===== src/i2cmbc_pkg.sv =====
package i2cmbc_pkg;

   localparam int TickWidth  = 16;
   localparam int PollWidth  = 8;
   localparam int DelayWidth = 18;
   localparam int CsrIdxWidth = 2;

   localparam logic [TickWidth-1:0] TicksPerUnitReset = 16'd100;
   localparam logic [PollWidth-1:0] AckPollLimitReset = 8'd250;

   // register indexes on the csr port
   localparam logic [CsrIdxWidth-1:0] CSR_TICKS_PER_UNIT = 2'd0;
   localparam logic [CsrIdxWidth-1:0] CSR_ACK_POLL_LIMIT = 2'd1;

   // command codes
   localparam logic [2:0] OP_NONE     = 3'd0;
   localparam logic [2:0] OP_START    = 3'd1;
   localparam logic [2:0] OP_STOP     = 3'd2;
   localparam logic [2:0] OP_WRITE    = 3'd3;
   localparam logic [2:0] OP_READ     = 3'd4;
   localparam logic [2:0] OP_WAIT_ACK = 3'd5;

   typedef struct packed {
      logic       scl_level;
      logic       sda_level;
      logic       sda_enable;
      logic       busy_res;
      logic       done_res;
      logic [7:0] rx_byte;
      logic       no_ack;
      logic       rejected;
   } result_type;

endpackage


===== src/i2cmbc_seq.sv =====
module i2cmbc_seq (
   input  logic                                  clock,
   input  logic                                  reset,
   input  logic                                  accept,
   input  logic [2:0]                            operation,
   input  logic [7:0]                            tx_byte,
   input  logic                                  send_ack,
   input  logic                                  sda_in,
   input  logic [i2cmbc_pkg::TickWidth-1:0]      ticks_per_unit,
   input  logic [i2cmbc_pkg::PollWidth-1:0]      ack_poll_limit,
   output i2cmbc_pkg::result_type                result
);

   typedef enum logic [3:0] {
      PH_IDLE, PH_ST0, PH_ST1, PH_SP0, PH_SP1, PH_WB0, PH_WB1, PH_WB2,
      PH_RB0, PH_RB1, PH_AK0, PH_AK1, PH_WA0, PH_WA1, PH_WA2
   } phase_type;

   phase_type                               phase_ff, phase_in;
   logic [i2cmbc_pkg::DelayWidth-1:0]       delay_ff, delay_in;
   logic [3:0]                              bit_count_ff, bit_count_in;
   logic [7:0]                              shift_ff, shift_in;
   logic                                    ack_choice_ff, ack_choice_in;
   logic [i2cmbc_pkg::PollWidth-1:0]        poll_ff, poll_in;
   logic                                    scl_ff, scl_in;
   logic                                    sda_drv_ff, sda_drv_in;
   logic                                    oe_ff, oe_in;
   logic [7:0]                              rx_ff, rx_in;
   logic                                    nack_ff, nack_in;
   logic                                    done;
   logic                                    rej;

   logic [i2cmbc_pkg::TickWidth-1:0]        tick;
   logic [i2cmbc_pkg::DelayWidth-1:0]       delay_1u, delay_2u, delay_4u;
   logic [3:0]                              bit_next;

   // a zero unit length counts as one tick
   assign tick     = (ticks_per_unit == '0) ? i2cmbc_pkg::TickWidth'(1) : ticks_per_unit;
   assign delay_1u = {2'b00, tick};
   assign delay_2u = {1'b0, tick, 1'b0};
   assign delay_4u = {tick, 2'b00};
   assign bit_next = bit_count_ff + 4'd1;

   always_comb begin
      phase_in      = phase_ff;
      delay_in      = delay_ff;
      bit_count_in  = bit_count_ff;
      shift_in      = shift_ff;
      ack_choice_in = ack_choice_ff;
      poll_in       = poll_ff;
      scl_in        = scl_ff;
      sda_drv_in    = sda_drv_ff;
      oe_in         = oe_ff;
      rx_in         = rx_ff;
      nack_in       = nack_ff;
      done          = 1'b0;
      rej           = 1'b0;

      if (phase_ff == PH_IDLE) begin
         unique case (operation)
            i2cmbc_pkg::OP_START: begin
               oe_in = 1'b1; sda_drv_in = 1'b1; scl_in = 1'b1;
               phase_in = PH_ST0; delay_in = delay_4u;
            end
            i2cmbc_pkg::OP_STOP: begin
               oe_in = 1'b1; scl_in = 1'b0; sda_drv_in = 1'b0;
               phase_in = PH_SP0; delay_in = delay_4u;
            end
            i2cmbc_pkg::OP_WRITE: begin
               oe_in = 1'b1; scl_in = 1'b0;
               sda_drv_in = tx_byte[7]; shift_in = {tx_byte[6:0], 1'b0};
               bit_count_in = 4'd0;
               phase_in = PH_WB0; delay_in = delay_2u;
            end
            i2cmbc_pkg::OP_READ: begin
               oe_in = 1'b0; scl_in = 1'b0;
               shift_in = 8'd0; bit_count_in = 4'd0; ack_choice_in = send_ack;
               phase_in = PH_RB0; delay_in = delay_2u;
            end
            i2cmbc_pkg::OP_WAIT_ACK: begin
               sda_drv_in = 1'b1; oe_in = 1'b0; nack_in = 1'b0;
               phase_in = PH_WA0; delay_in = delay_1u;
            end
            default: ;
         endcase
      end else begin
         rej = (operation != i2cmbc_pkg::OP_NONE);
         if (phase_ff == PH_WA2) begin
            if (!sda_in) begin
               scl_in = 1'b0; phase_in = PH_IDLE; done = 1'b1;
            end else if (poll_ff >= ack_poll_limit) begin
               // ack timeout: flag it and run a stop
               nack_in = 1'b1;
               oe_in = 1'b1; scl_in = 1'b0; sda_drv_in = 1'b0;
               phase_in = PH_SP0; delay_in = delay_4u;
            end else begin
               poll_in = poll_ff + 1'b1;
            end
         end else if (delay_ff > i2cmbc_pkg::DelayWidth'(1)) begin
            delay_in = delay_ff - 1'b1;
         end else begin
            unique case (phase_ff)
               PH_ST0: begin
                  sda_drv_in = 1'b0; phase_in = PH_ST1; delay_in = delay_4u;
               end
               PH_ST1: begin
                  scl_in = 1'b0; done = 1'b1;
               end
               PH_SP0: begin
                  scl_in = 1'b1; sda_drv_in = 1'b1; phase_in = PH_SP1; delay_in = delay_4u;
               end
               PH_SP1: done = 1'b1;
               PH_WB0: begin
                  scl_in = 1'b1; phase_in = PH_WB1; delay_in = delay_2u;
               end
               PH_WB1: begin
                  scl_in = 1'b0; phase_in = PH_WB2; delay_in = delay_2u;
               end
               PH_WB2: begin
                  bit_count_in = bit_next;
                  if (bit_next < 4'd8) begin
                     sda_drv_in = shift_ff[7]; shift_in = {shift_ff[6:0], 1'b0};
                     phase_in = PH_WB0; delay_in = delay_2u;
                  end else begin
                     done = 1'b1;
                  end
               end
               PH_RB0: begin
                  scl_in = 1'b1; shift_in = {shift_ff[6:0], sda_in};
                  phase_in = PH_RB1; delay_in = delay_1u;
               end
               PH_RB1: begin
                  bit_count_in = bit_next; scl_in = 1'b0; delay_in = delay_2u;
                  if (bit_next < 4'd8) begin
                     phase_in = PH_RB0;
                  end else begin
                     oe_in = 1'b1; sda_drv_in = ~ack_choice_ff; phase_in = PH_AK0;
                  end
               end
               PH_AK0: begin
                  scl_in = 1'b1; phase_in = PH_AK1; delay_in = delay_2u;
               end
               PH_AK1: begin
                  scl_in = 1'b0; rx_in = shift_ff; done = 1'b1;
               end
               PH_WA0: begin
                  scl_in = 1'b1; phase_in = PH_WA1; delay_in = delay_1u;
               end
               PH_WA1: begin
                  poll_in = '0; phase_in = PH_WA2; delay_in = '0;
               end
               default: done = 1'b1;
            endcase
            if (done) begin
               phase_in = PH_IDLE; delay_in = '0;
            end
         end
      end
   end

   always_ff @(posedge clock) begin
      if (reset) begin
         phase_ff      <= PH_IDLE;
         delay_ff      <= '0;
         bit_count_ff  <= '0;
         shift_ff      <= '0;
         ack_choice_ff <= 1'b0;
         poll_ff       <= '0;
         scl_ff        <= 1'b1;
         sda_drv_ff    <= 1'b1;
         oe_ff         <= 1'b1;
         rx_ff         <= '0;
         nack_ff       <= 1'b0;
      end else if (accept) begin
         phase_ff      <= phase_in;
         delay_ff      <= delay_in;
         bit_count_ff  <= bit_count_in;
         shift_ff      <= shift_in;
         ack_choice_ff <= ack_choice_in;
         poll_ff       <= poll_in;
         scl_ff        <= scl_in;
         sda_drv_ff    <= sda_drv_in;
         oe_ff         <= oe_in;
         rx_ff         <= rx_in;
         nack_ff       <= nack_in;
      end
   end

   always_comb begin
      result.scl_level  = scl_in;
      result.sda_level  = sda_drv_in;
      result.sda_enable = oe_in;
      result.busy_res   = (phase_in != PH_IDLE);
      result.done_res   = done;
      result.rx_byte    = rx_in;
      result.no_ack     = nack_in;
      result.rejected   = rej;
   end

endmodule


===== src/i2c_master_byte_controller.sv =====
// channel | direction | handshake           | payload
// req     | in        | req_valid/req_stall | operation, tx_byte, send_ack, sda_in
// rsp     | out       | rsp_valid/rsp_stall | scl/sda levels, sda_enable, status, rx_byte
// csr     | in        | csr_valid/csr_ready | csr_index, csr_wdata
//
// one word per cycle while req_stall is low: each word is one bus tick, evaluated
// in a single pass and captured in the result register on the edge it is accepted.
// req_stall rises only while a result is held and rsp_stall is high.
// reset (synchronous) idles the bus with scl, sda and sda_enable high.
// csr is always ready; writes are meant for idle periods.
module i2c_master_byte_controller (
   input  logic                                   clock,
   input  logic                                   reset,
   input  logic                                   req_valid,
   output logic                                   req_stall,
   input  logic [2:0]                             req_operation,
   input  logic [7:0]                             req_tx_byte,
   input  logic                                   req_send_ack,
   input  logic                                   req_sda_in,
   output logic                                   rsp_valid,
   input  logic                                   rsp_stall,
   output logic                                   rsp_scl_level,
   output logic                                   rsp_sda_level,
   output logic                                   rsp_sda_enable,
   output logic                                   rsp_busy_res,
   output logic                                   rsp_done_res,
   output logic [7:0]                             rsp_rx_byte,
   output logic                                   rsp_no_ack,
   output logic                                   rsp_rejected,
   input  logic                                   csr_valid,
   output logic                                   csr_ready,
   input  logic [i2cmbc_pkg::CsrIdxWidth-1:0]     csr_index,
   input  logic [i2cmbc_pkg::TickWidth-1:0]       csr_wdata
);

   logic [i2cmbc_pkg::TickWidth-1:0] ticks_per_unit_ff;
   logic [i2cmbc_pkg::PollWidth-1:0] ack_poll_limit_ff;
   logic                             rsp_valid_ff;
   i2cmbc_pkg::result_type           result;
   i2cmbc_pkg::result_type           rsp_ff;
   logic                             accept;

   assign csr_ready = 1'b1;
   assign req_stall = rsp_valid_ff & rsp_stall;
   assign accept    = req_valid & ~req_stall;

   always_ff @(posedge clock) begin
      if (reset) begin
         ticks_per_unit_ff <= i2cmbc_pkg::TicksPerUnitReset;
         ack_poll_limit_ff <= i2cmbc_pkg::AckPollLimitReset;
      end else if (csr_valid) begin
         if (csr_index == i2cmbc_pkg::CSR_TICKS_PER_UNIT) begin
            ticks_per_unit_ff <= csr_wdata;
         end else if (csr_index == i2cmbc_pkg::CSR_ACK_POLL_LIMIT) begin
            ack_poll_limit_ff <= csr_wdata[i2cmbc_pkg::PollWidth-1:0];
         end
      end
   end

   i2cmbc_seq u_seq (
      .clock          (clock),
      .reset          (reset),
      .accept         (accept),
      .operation      (req_operation),
      .tx_byte        (req_tx_byte),
      .send_ack       (req_send_ack),
      .sda_in         (req_sda_in),
      .ticks_per_unit (ticks_per_unit_ff),
      .ack_poll_limit (ack_poll_limit_ff),
      .result         (result)
   );

   always_ff @(posedge clock) begin
      if (reset) begin
         rsp_valid_ff <= 1'b0;
      end else if (accept) begin
         rsp_valid_ff <= 1'b1;
      end else if (!rsp_stall) begin
         rsp_valid_ff <= 1'b0;
      end
   end

   always_ff @(posedge clock) begin
      if (accept) begin
         rsp_ff <= result;
      end
   end

   assign rsp_valid      = rsp_valid_ff;
   assign rsp_scl_level  = rsp_ff.scl_level;
   assign rsp_sda_level  = rsp_ff.sda_level;
   assign rsp_sda_enable = rsp_ff.sda_enable;
   assign rsp_busy_res   = rsp_ff.busy_res;
   assign rsp_done_res   = rsp_ff.done_res;
   assign rsp_rx_byte    = rsp_ff.rx_byte;
   assign rsp_no_ack     = rsp_ff.no_ack;
   assign rsp_rejected   = rsp_ff.rejected;

endmodule


===== config.mk =====
export PLATFORM = sky130hd
export DESIGN_NAME = i2c_master_byte_controller
export DESIGN_NICKNAME = d
export VERILOG_FILES = /design/src/i2cmbc_pkg.sv /design/src/i2cmbc_seq.sv /design/src/i2c_master_byte_controller.sv
export SDC_FILE = /design/constraint.sdc
export NUM_CORES = 1
export LEC_CHECK = 0
export ABC_AREA = 0
export BUFFER_PORTS_ARGS = -buffer_cell sky130_fd_sc_hd__buf_2
export CAP_MARGIN = 20
export CORE_AREA = 2 2 104 106
export DETAILED_ROUTE_END_ITERATION = 10
export DIE_AREA = 0 0 106 108
export GPL_TIMING_DRIVEN = 1
export PLACE_DENSITY_LB_ADDON = 0.15
export REMOVE_ABC_BUFFERS = 1
export SYNTH_ARGS = -nofsm -noshare
export SYNTH_HDL_FRONTEND = slang
export SYNTH_SLANG_ARGS = --single-unit

===== constraint.sdc =====
create_clock -name clock -period 3.81 [get_ports clock]
set_clock_uncertainty 0.15 [all_clocks]
set_input_delay 0.762 -clock clock [delete_from_list [all_inputs] [get_ports clock]]
set_output_delay 0.762 -clock clock [all_outputs]
set_load 0.05 [all_outputs]

## Word level (Yosys, flattened, before mapping)

Cells that the tools add are included.

- Magnitude comparators: 3
- Multiplexer cells: 79
- Equal/unequal tests: 32
- Add/subtract/negate cells: 3
- Reduce and logical (&&, ||, !) cells: 29
- Bitwise gates (word level): 6

Operators by type and width:

| operator | number |
|---|---|
| 2-to-1 mux 18 bit | 7 |
| 2-to-1 mux 8 bit | 13 |
| one-hot mux 18 bit (5 select lines) | 1 |
| one-hot mux 18 bit (3 select lines) | 1 |
| 2-to-1 mux 4 bit | 12 |
| one-hot mux 4 bit (10 select lines) | 1 |
| 2-to-1 mux 1 bit | 33 |
| one-hot mux 8 bit (2 select lines) | 2 |
| equality test 4 bit (second input constant) | 7 |
| one-hot mux 4 bit (5 select lines) | 1 |
| greater-than comparator 18 x 1 -> 1 bit (second input constant) | 1 |
| AND reduction 6 bit | 3 |
| subtractor 18 x 1 -> 18 bit (second input constant) | 1 |
| logical NOT 16 bit | 1 |
| 2-to-1 mux 16 bit | 1 |
| OR reduction 2 bit | 7 |
| equality test 4 x 3 -> 1 bit (second input constant) | 3 |
| nonzero test 9 bit | 1 |
| OR reduction 9 bit | 1 |
| adder 8 x 1 -> 8 bit (second input constant) | 1 |
| equality test 4 x 2 -> 1 bit (second input constant) | 2 |
| >= comparator 8 bit | 1 |
| inequality test 2 x 1 -> 1 bit (second input constant) | 4 |
| one-hot mux 1 bit (2 select lines) | 4 |
| other kinds (29) | 43 |

- Bits in registers: 95
- Output and inout port bits: 18
- Word-level logic and storage cells: 174
- Input bits: 36

## Longest topological paths before layout

Gate-level depths: netlist of the first run.

- Depth in word-level cells: 12
- Gate-level depth with buffers: 10
- Mapped depth without buffers: 8

## Modules after synthesis

A second synthesis of the first run with hierarchy kept.

- Cells, all modules: 840
- Area, all modules: 6770.2 µm²

Modules (own cells, without submodules):

| module | sequential area each (µm²) | area each (µm²) | cells each | times used |
|---|---|---|---|---|
| i2cmbc_seq | 1101.1 | 5217.5 | 715 | 1 |
| i2c_master_byte_controller | 950.9 | 1552.7 | 125 | 1 |

## Least setup slack after synthesis of the first run

Ideal clock, no wire load.

- Path type: input port to flip-flop
- Start point: in req_operation[1]
- End point: reg u_seq.shift_ff[0]
- Slack: 1.049 ns
- Data arrival time: 2.541 ns
- Stages: 8
- Cells stage by stage: clkbuf_1 -> nand2b_1 -> clkbuf_1 -> o21ai_1 -> nand2_1 -> o21a_1 -> or4b_1 -> a21oi_1

- Longest elaborated chain between the ends: 3
- Elaborated cells on any way between the ends: 4
- Those cells by class: eq/ne (3); reduce/logical (1)

Ends and longest elaborated chain:

| element | line | RTL |
|---|---|---|
| start: declaration | i2c_master_byte_controller.sv:16 | `input logic [2:0] req_operation,` |
| equality test 3 x 2 -> 1 bit or equality test 3 bit (tied branches) | i2cmbc_seq.sv:60 | `unique case (operation)` |
| inequality test 3 bit (no source line) * | -- |  |
| AND reduction 6 bit (no source line) * | -- |  |
| end signal: assignment | i2cmbc_seq.sv:178 | `shift_ff <= shift_in;` |
| end: declaration | i2cmbc_seq.sv:22 | `logic [7:0] shift_ff, shift_in;` |

Every way passes the cells marked *; elsewhere a longest branch is shown, timed or not.
A chain may end at the register's enable or synchronous reset.

==> flow_summary.ini, run 1 <==
[pwr]
vdd_ir_drop_max_mv = 0.2149
p_per_area_mw_per_mm2 = 428.1
power_leakage_nw = 2.544

[sta]
final.min_clock_period_ns = 3.134
relSlewSlack_pct = 38.86
worst_slew_pin_slew_ns = 0.9159
whs_ns = 0.3143
final-max-slew-violation-count = 0
unrepaired_setup_endpoints_after_global_routing = false
setup-violations-final = 0
finalCritPeriodShare_pct = 82.26
final.setup.tns_ns = 0
fmaxAchievable_ghz = 0.3191
finalHoldViolCount = 0

[detailed_routing]
drt.antenna.violating_nets = 0
detail_route.first_pass.iterations = 8
drt-initial-drc-count = 765
remaining_drc_errors = 0
routed-via-count = 6224
route.detailed.vias_per_inst = 6.736
wirelength_per_cell_um = 19.39
wirelength_um = 17920

[critical_path]
worst_path_max_delay_cell = sky130_fd_sc_hd__o21ai_1
cp_top_family = simple AND/OR/NAND/NOR gates
timing.critical_path.mode_cell = sky130_fd_sc_hd__or4_4
worst_setup_path_start_kind = register
worst_ep_required_time_ns = 3.79
timing.critical_path.arrival_ns = 3.11
path_buf_inv = 0
setup.worst_path.start = u_seq.delay_ff[5]
cp_cell_sequence = or4_4 > or4_4 > o21ai_1 > nand2_1 > o21ai_0 > nand4_1
slowest_delay_ns = 0.63
critical_path.reg2reg.startpoint = u_seq.delay_ff[5]
criticalPathCategory = register to register
maximum_fanout_along_the_worst_path = 8
end_kind = register

[worst_hold_path]
min_delay_path_class = register to register
hold_path.startpoint = ack_poll_limit_ff[2]

[run]
drv.max_cap_violation_count = 0

[die]
design.die.area_mm2 = 0.01145
die_width_um = 106
io_pins = 54
die_h_um = 108
placementRows = 37
fp.coreArea_mm2 = 0.01023
starting_density_of_the_core_pct = 59.55

[clock_network]
numClockSinks = 95
holdBufCountCts = 0
postCtsSetupRepairBufs = 0
cts.root.buffer_cell = sky130_fd_sc_hd__clkbuf_8
ctsLongestPathBuffers = 2
clkTransAtPathRegs_ns = 0.09
cts-buffers-inserted = 9
cts_repair_resize_count = 0
htree_num_levels = 3
tritoncts_clock_tree = done
clock_insertion_delay_worst_skew_ns = 0.39

[global_routing]
grt_remaining_overflow = 0
grt_util_overall_pct = 32.12
grt_first_pass_wirelength_um = 28910
grt_start_max_net_pins = 45
antenna_found_initial = 0
grt_pass1_vias = 5858

[synth]
synth.yosys.warnings = 0
syn-cell-area_mm2 = 0.006092
synth.ff_latch_count = 95
yosys-top-cells-area = sky130_fd_sc_hd__dfxtp_1 26%, sky130_fd_sc_hd__edfxtp_1 7.4%, sky130_fd_sc_hd__nand2_1 5.9%, sky130_fd_sc_hd__a21oi_1 5.7%, sky130_fd_sc_hd__o21ai_0 3.9%
postSynthAreaPerCell_um2 = 7.932
synth_cells = 768
synth_top_flop_cell = sky130_fd_sc_hd__dfxtp_1
synth_cell_types = 85
synth_top_area_share_pct = 26.29
netlist.top_cell.by_area = sky130_fd_sc_hd__dfxtp_1
post_synthesis_sequential_area_ratio_pct = 33.68
synth-edff-count = 15
ys_async_sr_fraction_pct = 0

[finish]
final_layout_size_suffix_gt1_share_pct = 15.10
area_delta_synth_final_pct = 9.119
fill_cells = 936
n_antenna_cell = 0
nets = 831

[place]
dp.final_hpwl_um = 12620
place_congestion = 0.9793
numPortBuffers = 52

[run_status]
status = completed
[cell type report]
| type | instances | area (um^2) | share of cell area [%] |
|---|---|---|---|
| Clock buffer | 9 | 123.9 | 1.863 |
| Clock inverter | 7 | 111.4 | 1.675 |
| Inverter | 24 | 90.09 | 1.355 |
| Multi-Input combinational cell | 580 | 3682 | 55.39 |
| Sequential cell | 95 | 2052 | 30.87 |
| Tap cell | 136 | 170.2 | 2.560 |
| Timing Repair Buffer | 73 | 417.9 | 6.286 |
[cell usage after synthesis (6+ instances only)]
| cell type | n |
|---|---|
| sky130_fd_sc_hd__mux2i_1 | 15 |
| sky130_fd_sc_hd__o211ai_1 | 11 |
| sky130_fd_sc_hd__nor4_1 | 8 |
| sky130_fd_sc_hd__a31oi_1 | 6 |
| sky130_fd_sc_hd__nand4_1 | 6 |
| sky130_fd_sc_hd__a222oi_1 | 16 |
| sky130_fd_sc_hd__nor2_1 | 57 |
| sky130_fd_sc_hd__o31ai_1 | 11 |
| sky130_fd_sc_hd__xor2_1 | 9 |
| sky130_fd_sc_hd__buf_1 | 7 |
| sky130_fd_sc_hd__inv_1 | 24 |
| sky130_fd_sc_hd__a211oi_1 | 8 |
| sky130_fd_sc_hd__ha_1 | 12 |
| sky130_fd_sc_hd__dfxtp_1 | 80 |
| sky130_fd_sc_hd__o22ai_1 | 6 |
| sky130_fd_sc_hd__a22oi_1 | 10 |
| sky130_fd_sc_hd__and2_1 | 6 |
| sky130_fd_sc_hd__mux2_2 | 8 |
| sky130_fd_sc_hd__a311oi_1 | 10 |
| sky130_fd_sc_hd__nand3_1 | 17 |
| sky130_fd_sc_hd__a21oi_1 | 69 |
| sky130_fd_sc_hd__clkbuf_1 | 57 |
| sky130_fd_sc_hd__nand2b_1 | 12 |
| sky130_fd_sc_hd__edfxtp_1 | 15 |
| sky130_fd_sc_hd__nand2_1 | 95 |
| sky130_fd_sc_hd__nor3_1 | 18 |
| sky130_fd_sc_hd__nand3b_1 | 6 |
| sky130_fd_sc_hd__xnor2_1 | 9 |
| sky130_fd_sc_hd__or3_1 | 7 |
| sky130_fd_sc_hd__o21ai_0 | 48 |
[layer usage]
layer | vias up | global-route usage (%) | part of all wire, %
li1 | 2897 | - | -
met3 | 69 | 5.546 | 8.8
met1 | 2903 | 40.09 | 41
met5 | - | 0 | 0
met2 | 355 | 52.26 | 46
met4 | 0 | 19.36 | 4.4
[report_power, final]
group | total [W] | internal, W | switching [W] | leakage [nW]
combinational | 0.000884 | 0.000315 | 0.000569 | 1.63
clock | 0.000798 | 0.000431 | 0.000367 | 0.117
sequential | 0.00116 | 0.00108 | 0.0000830 | 0.799
[kinds of logic (layout without fill, tap and decap cells)]
logic type / after synthesis / count (layout) / share of synthesized area [%]
other cells: 1 / 1 / 0.06156
fa+ha+maj: 12 / 12 / 2.465
xor+xnor: 18 / 18 / 2.588
flops: 95 / 95 / 33.68
mux: 23 / 23 / 3.943
simple gates: 273 / 273 / 22.70
compound gates: 253 / 253 / 28.59
buf+inv: 93 / 113 / 5.977
[registers in the layout (all words and copies together), names as in the netlist, 4 cells and up]
| register | count |
|---|---|
| u_seq.delay_ff | 18 |
| ticks_per_unit_ff | 16 |
| ack_poll_limit_ff | 8 |
| rsp_rx_byte | 8 |
| u_seq.poll_ff | 8 |
| u_seq.rx_ff | 8 |
| u_seq.shift_ff | 8 |
| u_seq.bit_count_ff | 4 |
| u_seq.phase_ff | 4 |
[worst register-to-register path, delay by kind of cell (launching register included)]
family | cells | cell delay (ns)
AND/OR/NAND/NOR | 4 | 1.52
flip-flops | 1 | 0.37
AO/OA/AOI/OAI | 2 | 0.85
[through the flow]
stage | setup WS, ns | area, um^2 | std cells | total power [W] | utilization (%)
final | 0.6758 | 6648 | 924 | 0.002846 | 64.97
after global routing | 0.4887 | 6648 | 924 | 0.002971 | 64.97
after CTS | 0.7398 | 6648 | 924 | 0.002829 | 64.97
after detailed placement | 0.5101 | 6412 | 908 | 0.002041 | 62.68
after global placement | 0.6710 | 6412 | 908 | 0.002024 | 62.68
after floorplan | 0.2076 | 5818 | 699 | 0.001757 | -
[worst paths after layout]
path / end / slack (ns) / cells after the start
worst max-delay path: rsp_busy_res / 0.68 / 6
worst min-delay path: ack_poll_limit_ff[2] / 0.31 / 2
worst max register to register: rsp_busy_res / 0.68 / 6
worst min register to register: ack_poll_limit_ff[2] / 0.31 / 2
[cells in the final DEF, fill, tap and decap left out, types with 15 or more instances in the layout]
cell                        n
sky130_fd_sc_hd__inv_1     24
sky130_fd_sc_hd__edfxtp_1  15
sky130_fd_sc_hd__nand2_1   95
sky130_fd_sc_hd__nand3_1   17
sky130_fd_sc_hd__buf_2     52
sky130_fd_sc_hd__nor3_1    18
sky130_fd_sc_hd__a21oi_1   69
sky130_fd_sc_hd__dfxtp_1   80
sky130_fd_sc_hd__a222oi_1  16
sky130_fd_sc_hd__nor2_1    57
sky130_fd_sc_hd__o21ai_0   48
sky130_fd_sc_hd__buf_4     21
sky130_fd_sc_hd__mux2i_1   15
No activity file was read; power rests on OpenSTA's default activity.
==> run 2: changes to the inputs <==
CORE_AREA = 2 2 109 111   (was 2 2 104 106)
DIE_AREA = 0 0 111 113   (was 0 0 106 108)
clock period = 2.6 ns   (was 3.81 ns; I/O delays follow)
==> flow_summary.ini, run 2 (same netlist as run 1, synthesis figures left out) <==
[clock_network]
cts.root.buffer_cell = sky130_fd_sc_hd__clkbuf_16
clock_insertion_delay_worst_skew_ns = 0.36
ctsLongestPathBuffers = 2
clkTransAtPathRegs_ns = 0.07
tritoncts_clock_tree = done
htree_num_levels = 3
cts-buffers-inserted = 9
numClockSinks = 95
holdBufCountCts = 0

[pwr]
p_sw_share_pct = 34.94
seq_power_share_pct = 35.1
power_leakage_nw = 2.996
p_per_area_mw_per_mm2 = 629.1
internal_power_w = 0.003079
net-switching-power_w = 0.001654
vdd_ir_drop_max_mv = 0.4791
power_frac_clock_pct = 28.3
p_comb_share_pct = 36.6

[detailed_routing]
remaining_drc_errors = 0
detail_route.first_pass.iterations = 6
drt.antenna.violating_nets = 0
routed-via-count = 6504
wirelength_per_cell_um = 19.96
route.detailed.vias_per_inst = 6.485
drt-initial-drc-count = 706
wirelength_um = 20020

[place]
dp.final_hpwl_um = 14440
numPortBuffers = 52
dp_worst_setup_slack_ns = -0.06060
placed_cells_incl_taps = 981
place_congestion = 0.9825

[finish]
final_layout_size_suffix_gt1_share_pct = 26.74
nets = 903
commonest_cells_after_routing_fill_and_taps_aside = 92 x sky130_fd_sc_hd__nand2_1, 83 x sky130_fd_sc_hd__buf_4, 76 x sky130_fd_sc_hd__dfxtp_1
final_cells = 1003
layout.cells.most_common = sky130_fd_sc_hd__nand2_1
n_antenna_cell = 0
area_delta_synth_final_pct = 23.47
largest_register_ffs = 18
register_with_the_highest_flop_count = u_seq.delay_ff
reg.largest.list = u_seq.delay_ff x18, ticks_per_unit_ff x16

[global_routing]
antenna_found_initial = 0
grt_remaining_overflow = 0
grt_util_overall_pct = 31.34
grt_start_max_net_pins = 45
grt_pass1_vias = 6257
grt_first_pass_wirelength_um = 31600

[die]
io_pins = 54
die_width_um = 111
die_h_um = 113
starting_density_of_the_core_pct = 54.05
fp.coreArea_mm2 = 0.01127
placementRows = 39
design.die.area_mm2 = 0.01254

[critical_path]
end_kind = register
criticalPathCategory = register to register
worst_setup_path_start_kind = register
timing.critical_path.arrival_ns = 2.66
maximum_fanout_along_the_worst_path = 5
setup.worst_path.start = u_seq.delay_ff[5]
critical_path.reg2reg.startpoint = u_seq.delay_ff[5]
worst_ep_required_time_ns = 2.54

[sta]
finalCritPeriodShare_pct = 104.4
fmaxAchievable_ghz = 0.3684
setup-violations-final = 12
relSlewSlack_pct = 60.01
finalHoldViolCount = 0
worst_slew_pin_slew_ns = 0.5920
unrepaired_setup_endpoints_after_global_routing = true
finalWorstSetupSlack_ns = -0.1144
final.min_clock_period_ns = 2.714
final-max-slew-violation-count = 0

[run]
drv.max_cap_violation_count = 0

[worst_hold_path]
hold_path.startpoint = req_send_ack
min_delay_path_class = input pin to register

[run_status]
failed_checks = setup timing
status = complete, but fails checks
[run 2: cell type report]
type,count,area (um^2)
multi-input cells,580,3905
fillers,965,3750
flip-flops and latches,95,2057
repair buffers,145,999.7
clock buffers,13,250.2
well taps,143,178.9
inverters,24,90.09
clock inverters,3,41.29
[run 2: final timing paths]
kind | to | slack [ns] | depth (start not counted)
worst max-delay path | rsp_busy_res | -0.11 | 7
worst min-delay path | u_seq.ack_choice_ff | 0.25 | 3
worst max register to register | rsp_busy_res | -0.11 | 7
worst min register to register | ack_poll_limit_ff[2] | 0.30 | 2
[run 2: routing by layer]
layer | track usage, % | share of wire [%] | vias to the layer above | wire (um)
met5 | 0 | 0 | - | 0
met4 | 13.83 | 2.8 | 0 | 553
met3 | 6.427 | 8.3 | 43 | 1652
met2 | 52.02 | 48 | 309 | 9625
met1 | 39.72 | 41 | 3108 | 8184
li1 | - | - | 3044 | -
[run 2: metrics by stage]
stage / util [%] / cell area (um^2) / hold slack, ns / TNS [ns] / power (W)
after floorplan: - / 5818 / 0.2800 / -24.58 / 0.002575
after global placement: 61.41 / 6922 / 0.2992 / -0.06287 / 0.003180
after detailed placement: 61.41 / 6922 / 0.2984 / -0.6119 / 0.003206
after CTS: 64.52 / 7273 / 0.2413 / -0.1347 / 0.004588
after global routing: 66.73 / 7522 / 0.2510 / -2.159 / 0.004941
final: 66.73 / 7522 / 0.2481 / -0.5362 / 0.004732
[run 2: worst max-delay path, cell delays in order, from the launching register on]
cell and delay, ns:
sky130_fd_sc_hd__dfxtp_2 0.32, sky130_fd_sc_hd__or4_4 0.56, sky130_fd_sc_hd__or4_4 0.58, sky130_fd_sc_hd__nor2_4 0.22, sky130_fd_sc_hd__buf_6 0.14, sky130_fd_sc_hd__a21oi_2 0.05
sky130_fd_sc_hd__o31ai_2 0.30, sky130_fd_sc_hd__nand4_1 0.13
[run 2: power by group through the flow]
stage	clock network [W]	registers (W)	logic [W]
after floorplan	0	0.00177	0.000801
after global placement	0	0.00168	0.00150
after global routing	0.00142	0.00167	0.00185
after detailed placement	0	0.00169	0.00152
after CTS	0.00136	0.00166	0.00157
final	0.00134	0.00166	0.00173
[run 2: repair_timing]
item                                    4_1_cts  5_1_grt
pin swaps                                    12       29
endpoints found under the setup margin       23       38
setup buffers                                 2        5
cloned                                        0        0
hold endpoints to repair                      0        0
gates resized for setup                      10       51
==> run 3: changes to the inputs <==
BUFFER_PORTS_ARGS = not set   (was -buffer_cell sky130_fd_sc_hd__buf_2)
CORE_AREA = 2 2 106 108   (was 2 2 109 111)
DIE_AREA = 0 0 108 110   (was 0 0 111 113)
DONT_BUFFER_PORTS = 1   (was not set)
==> flow_summary.ini, run 3 (same netlist as run 1, synthesis figures left out) <==
[place]
dp.final_hpwl_um = 13710
numPortBuffers = 0
place_congestion = 0.9618
dpl_cell_area_mm2 = 0.006573

[finish]
register_with_the_highest_flop_count = u_seq.delay_ff
reg.largest.list = u_seq.delay_ff x18, ticks_per_unit_ff x16
final_core_util_pct = 65.22
nets = 833
n_antenna_cell = 0
final_layout_size_suffix_gt1_share_pct = 18.35
largest_register_ffs = 18
finalInstanceArea_mm2 = 0.006977
layout.cells.most_common = sky130_fd_sc_hd__nand2_1
commonest_cells_after_routing_fill_and_taps_aside = 94 x sky130_fd_sc_hd__nand2_1, 79 x sky130_fd_sc_hd__dfxtp_1, 67 x sky130_fd_sc_hd__buf_4
area_delta_synth_final_pct = 14.52

[sta]
final-max-slew-violation-count = 0
relSlewSlack_pct = 43.53
worst_slew_pin_slew_ns = 0.8434
final.setup.tns_ns = -0.3264
fmaxAchievable_ghz = 0.3742
setup-violations-final = 7
final.min_clock_period_ns = 2.672
finalCritPeriodShare_pct = 102.8
finalWorstSetupSlack_ns = -0.07226
finalHoldViolCount = 0
unrepaired_setup_endpoints_after_global_routing = true

[global_routing]
antenna_found_initial = 0
grt_start_max_net_pins = 52
grt_util_overall_pct = 33.15
grt_remaining_overflow = 0
grt_first_pass_wirelength_um = 30420
grt_pass1_vias = 5945

[critical_path]
timing.critical_path.mode_cell = sky130_fd_sc_hd__or4_4
worst_setup_path_start_kind = register
worst_path_max_delay_cell = sky130_fd_sc_hd__or4_4
slowest_delay_ns = 0.59
cp_cell_sequence = or4_4 > or4_4 > nor2_4 > buf_6 > o31ai_2 > a2111o_1 > a21oi_2
maximum_fanout_along_the_worst_path = 5
timing.critical_path.arrival_ns = 2.78
worst_ep_required_time_ns = 2.70
end_kind = register
criticalPathCategory = register to register

[pwr]
p_sw_share_pct = 36.73
total_power_w = 0.004385
internal_power_w = 0.002774
p_per_area_mw_per_mm2 = 628.5
power_leakage_nw = 2.655
p_comb_share_pct = 34.8
net-switching-power_w = 0.001610
seq_power_share_pct = 39.5
power_frac_clock_pct = 25.7
vdd_ir_drop_max_mv = 0.6328

[detailed_routing]
route.detailed.vias_per_inst = 6.708
remaining_drc_errors = 0
wirelength_um = 19430
wirelength_per_cell_um = 20.90
drt.antenna.violating_nets = 0
routed-via-count = 6238
detail_route.first_pass.iterations = 8
drt-initial-drc-count = 1024

[clock_network]
ctsLongestPathBuffers = 2
clkTransAtPathRegs_ns = 0.11
tritoncts_clock_tree = done
clock_insertion_delay_worst_skew_ns = 0.39
htree_num_levels = 3
cts-buffers-inserted = 9
cts.root.buffer_cell = sky130_fd_sc_hd__clkbuf_8
numClockSinks = 95

[die]
design.die.area_mm2 = 0.01188
fp.coreArea_mm2 = 0.01070
io_pins = 54
die_h_um = 110
die_width_um = 108
placementRows = 38
starting_density_of_the_core_pct = 56.95

[run_status]
failed_checks = setup timing
status = complete, but fails checks

[run]
drv.max_cap_violation_count = 0

[worst_hold_path]
min_delay_path_class = input pin to register
[run 3: metrics by stage]
stage	std cells	setup WS [ns]	hold WS [ns]
3_3_place_gp	909	-0.04280	0.2906
2_1_floorplan	699	-0.9921	0.2800
5_1_grt	930	-0.1584	0.03048
3_5_place_dp	909	-0.1103	0.2951
4_1_cts	926	-0.05559	0.03039
6_report	930	-0.07226	0.04400
[run 3: worst paths after layout]
kind / startpoint / to / slack, ns / cells past startpoint
worst max-delay path: u_seq.delay_ff[6] / rsp_scl_level / -0.07 / 7
worst max register to register: u_seq.delay_ff[6] / rsp_scl_level / -0.07 / 7
worst min-delay path: reset / ticks_per_unit_ff[3] / 0.04 / 1
worst min register to register: ticks_per_unit_ff[0] / ticks_per_unit_ff[0] / 0.31 / 2
[run 3: what timing repair did]
action	in CTS	in global routing
endpoints found under the setup margin	13	42
endpoints found under the hold margin	0	0
pin swaps	9	10
hold buffers	0	0
gates cloned	0	0
setup buffers	1	4
gates resized for setup	11	27
[run 3: final cells by class]
cell class | instances | area [um^2]
multi-input combinational | 580 | 3819
fill | 960 | 3721
sequential | 95 | 2053
timing repair buffer | 75 | 619.3
tap | 140 | 175.2
clock buffer | 10 | 127.6
clock inverter | 6 | 92.59
inverter | 24 | 90.09
[run 3: worst max-delay path: cells and delay by family, from the launching register on]
kind | cells | cell delay [ns]
DFF | 1 | 0.32
and+or+nand+nor | 3 | 1.36
buffers and inverters | 1 | 0.15
AOI/OAI and AO/OA | 3 | 0.55
[run 3: metal layers]
metal	up-vias	part of all wire, %	GRT usage (%)
li1	2899	-	-
met1	2937	42	44.66
met2	352	46	50.27
met3	50	9.6	8.113
met4	0	2.9	15.29
met5	-	0	0
[run 3: power groups by stage]
| stage | Clock, W | Sequential (W) | Combinational [W] |
|---|---|---|---|
| after floorplan | 0 | 0.00177 | 0.000801 |
| after global placement | 0 | 0.00176 | 0.00133 |
| after detailed placement | 0 | 0.00176 | 0.00135 |
| after CTS | 0.00113 | 0.00173 | 0.00139 |
| after global routing | 0.00120 | 0.00174 | 0.00164 |
| final | 0.00113 | 0.00173 | 0.00152 |
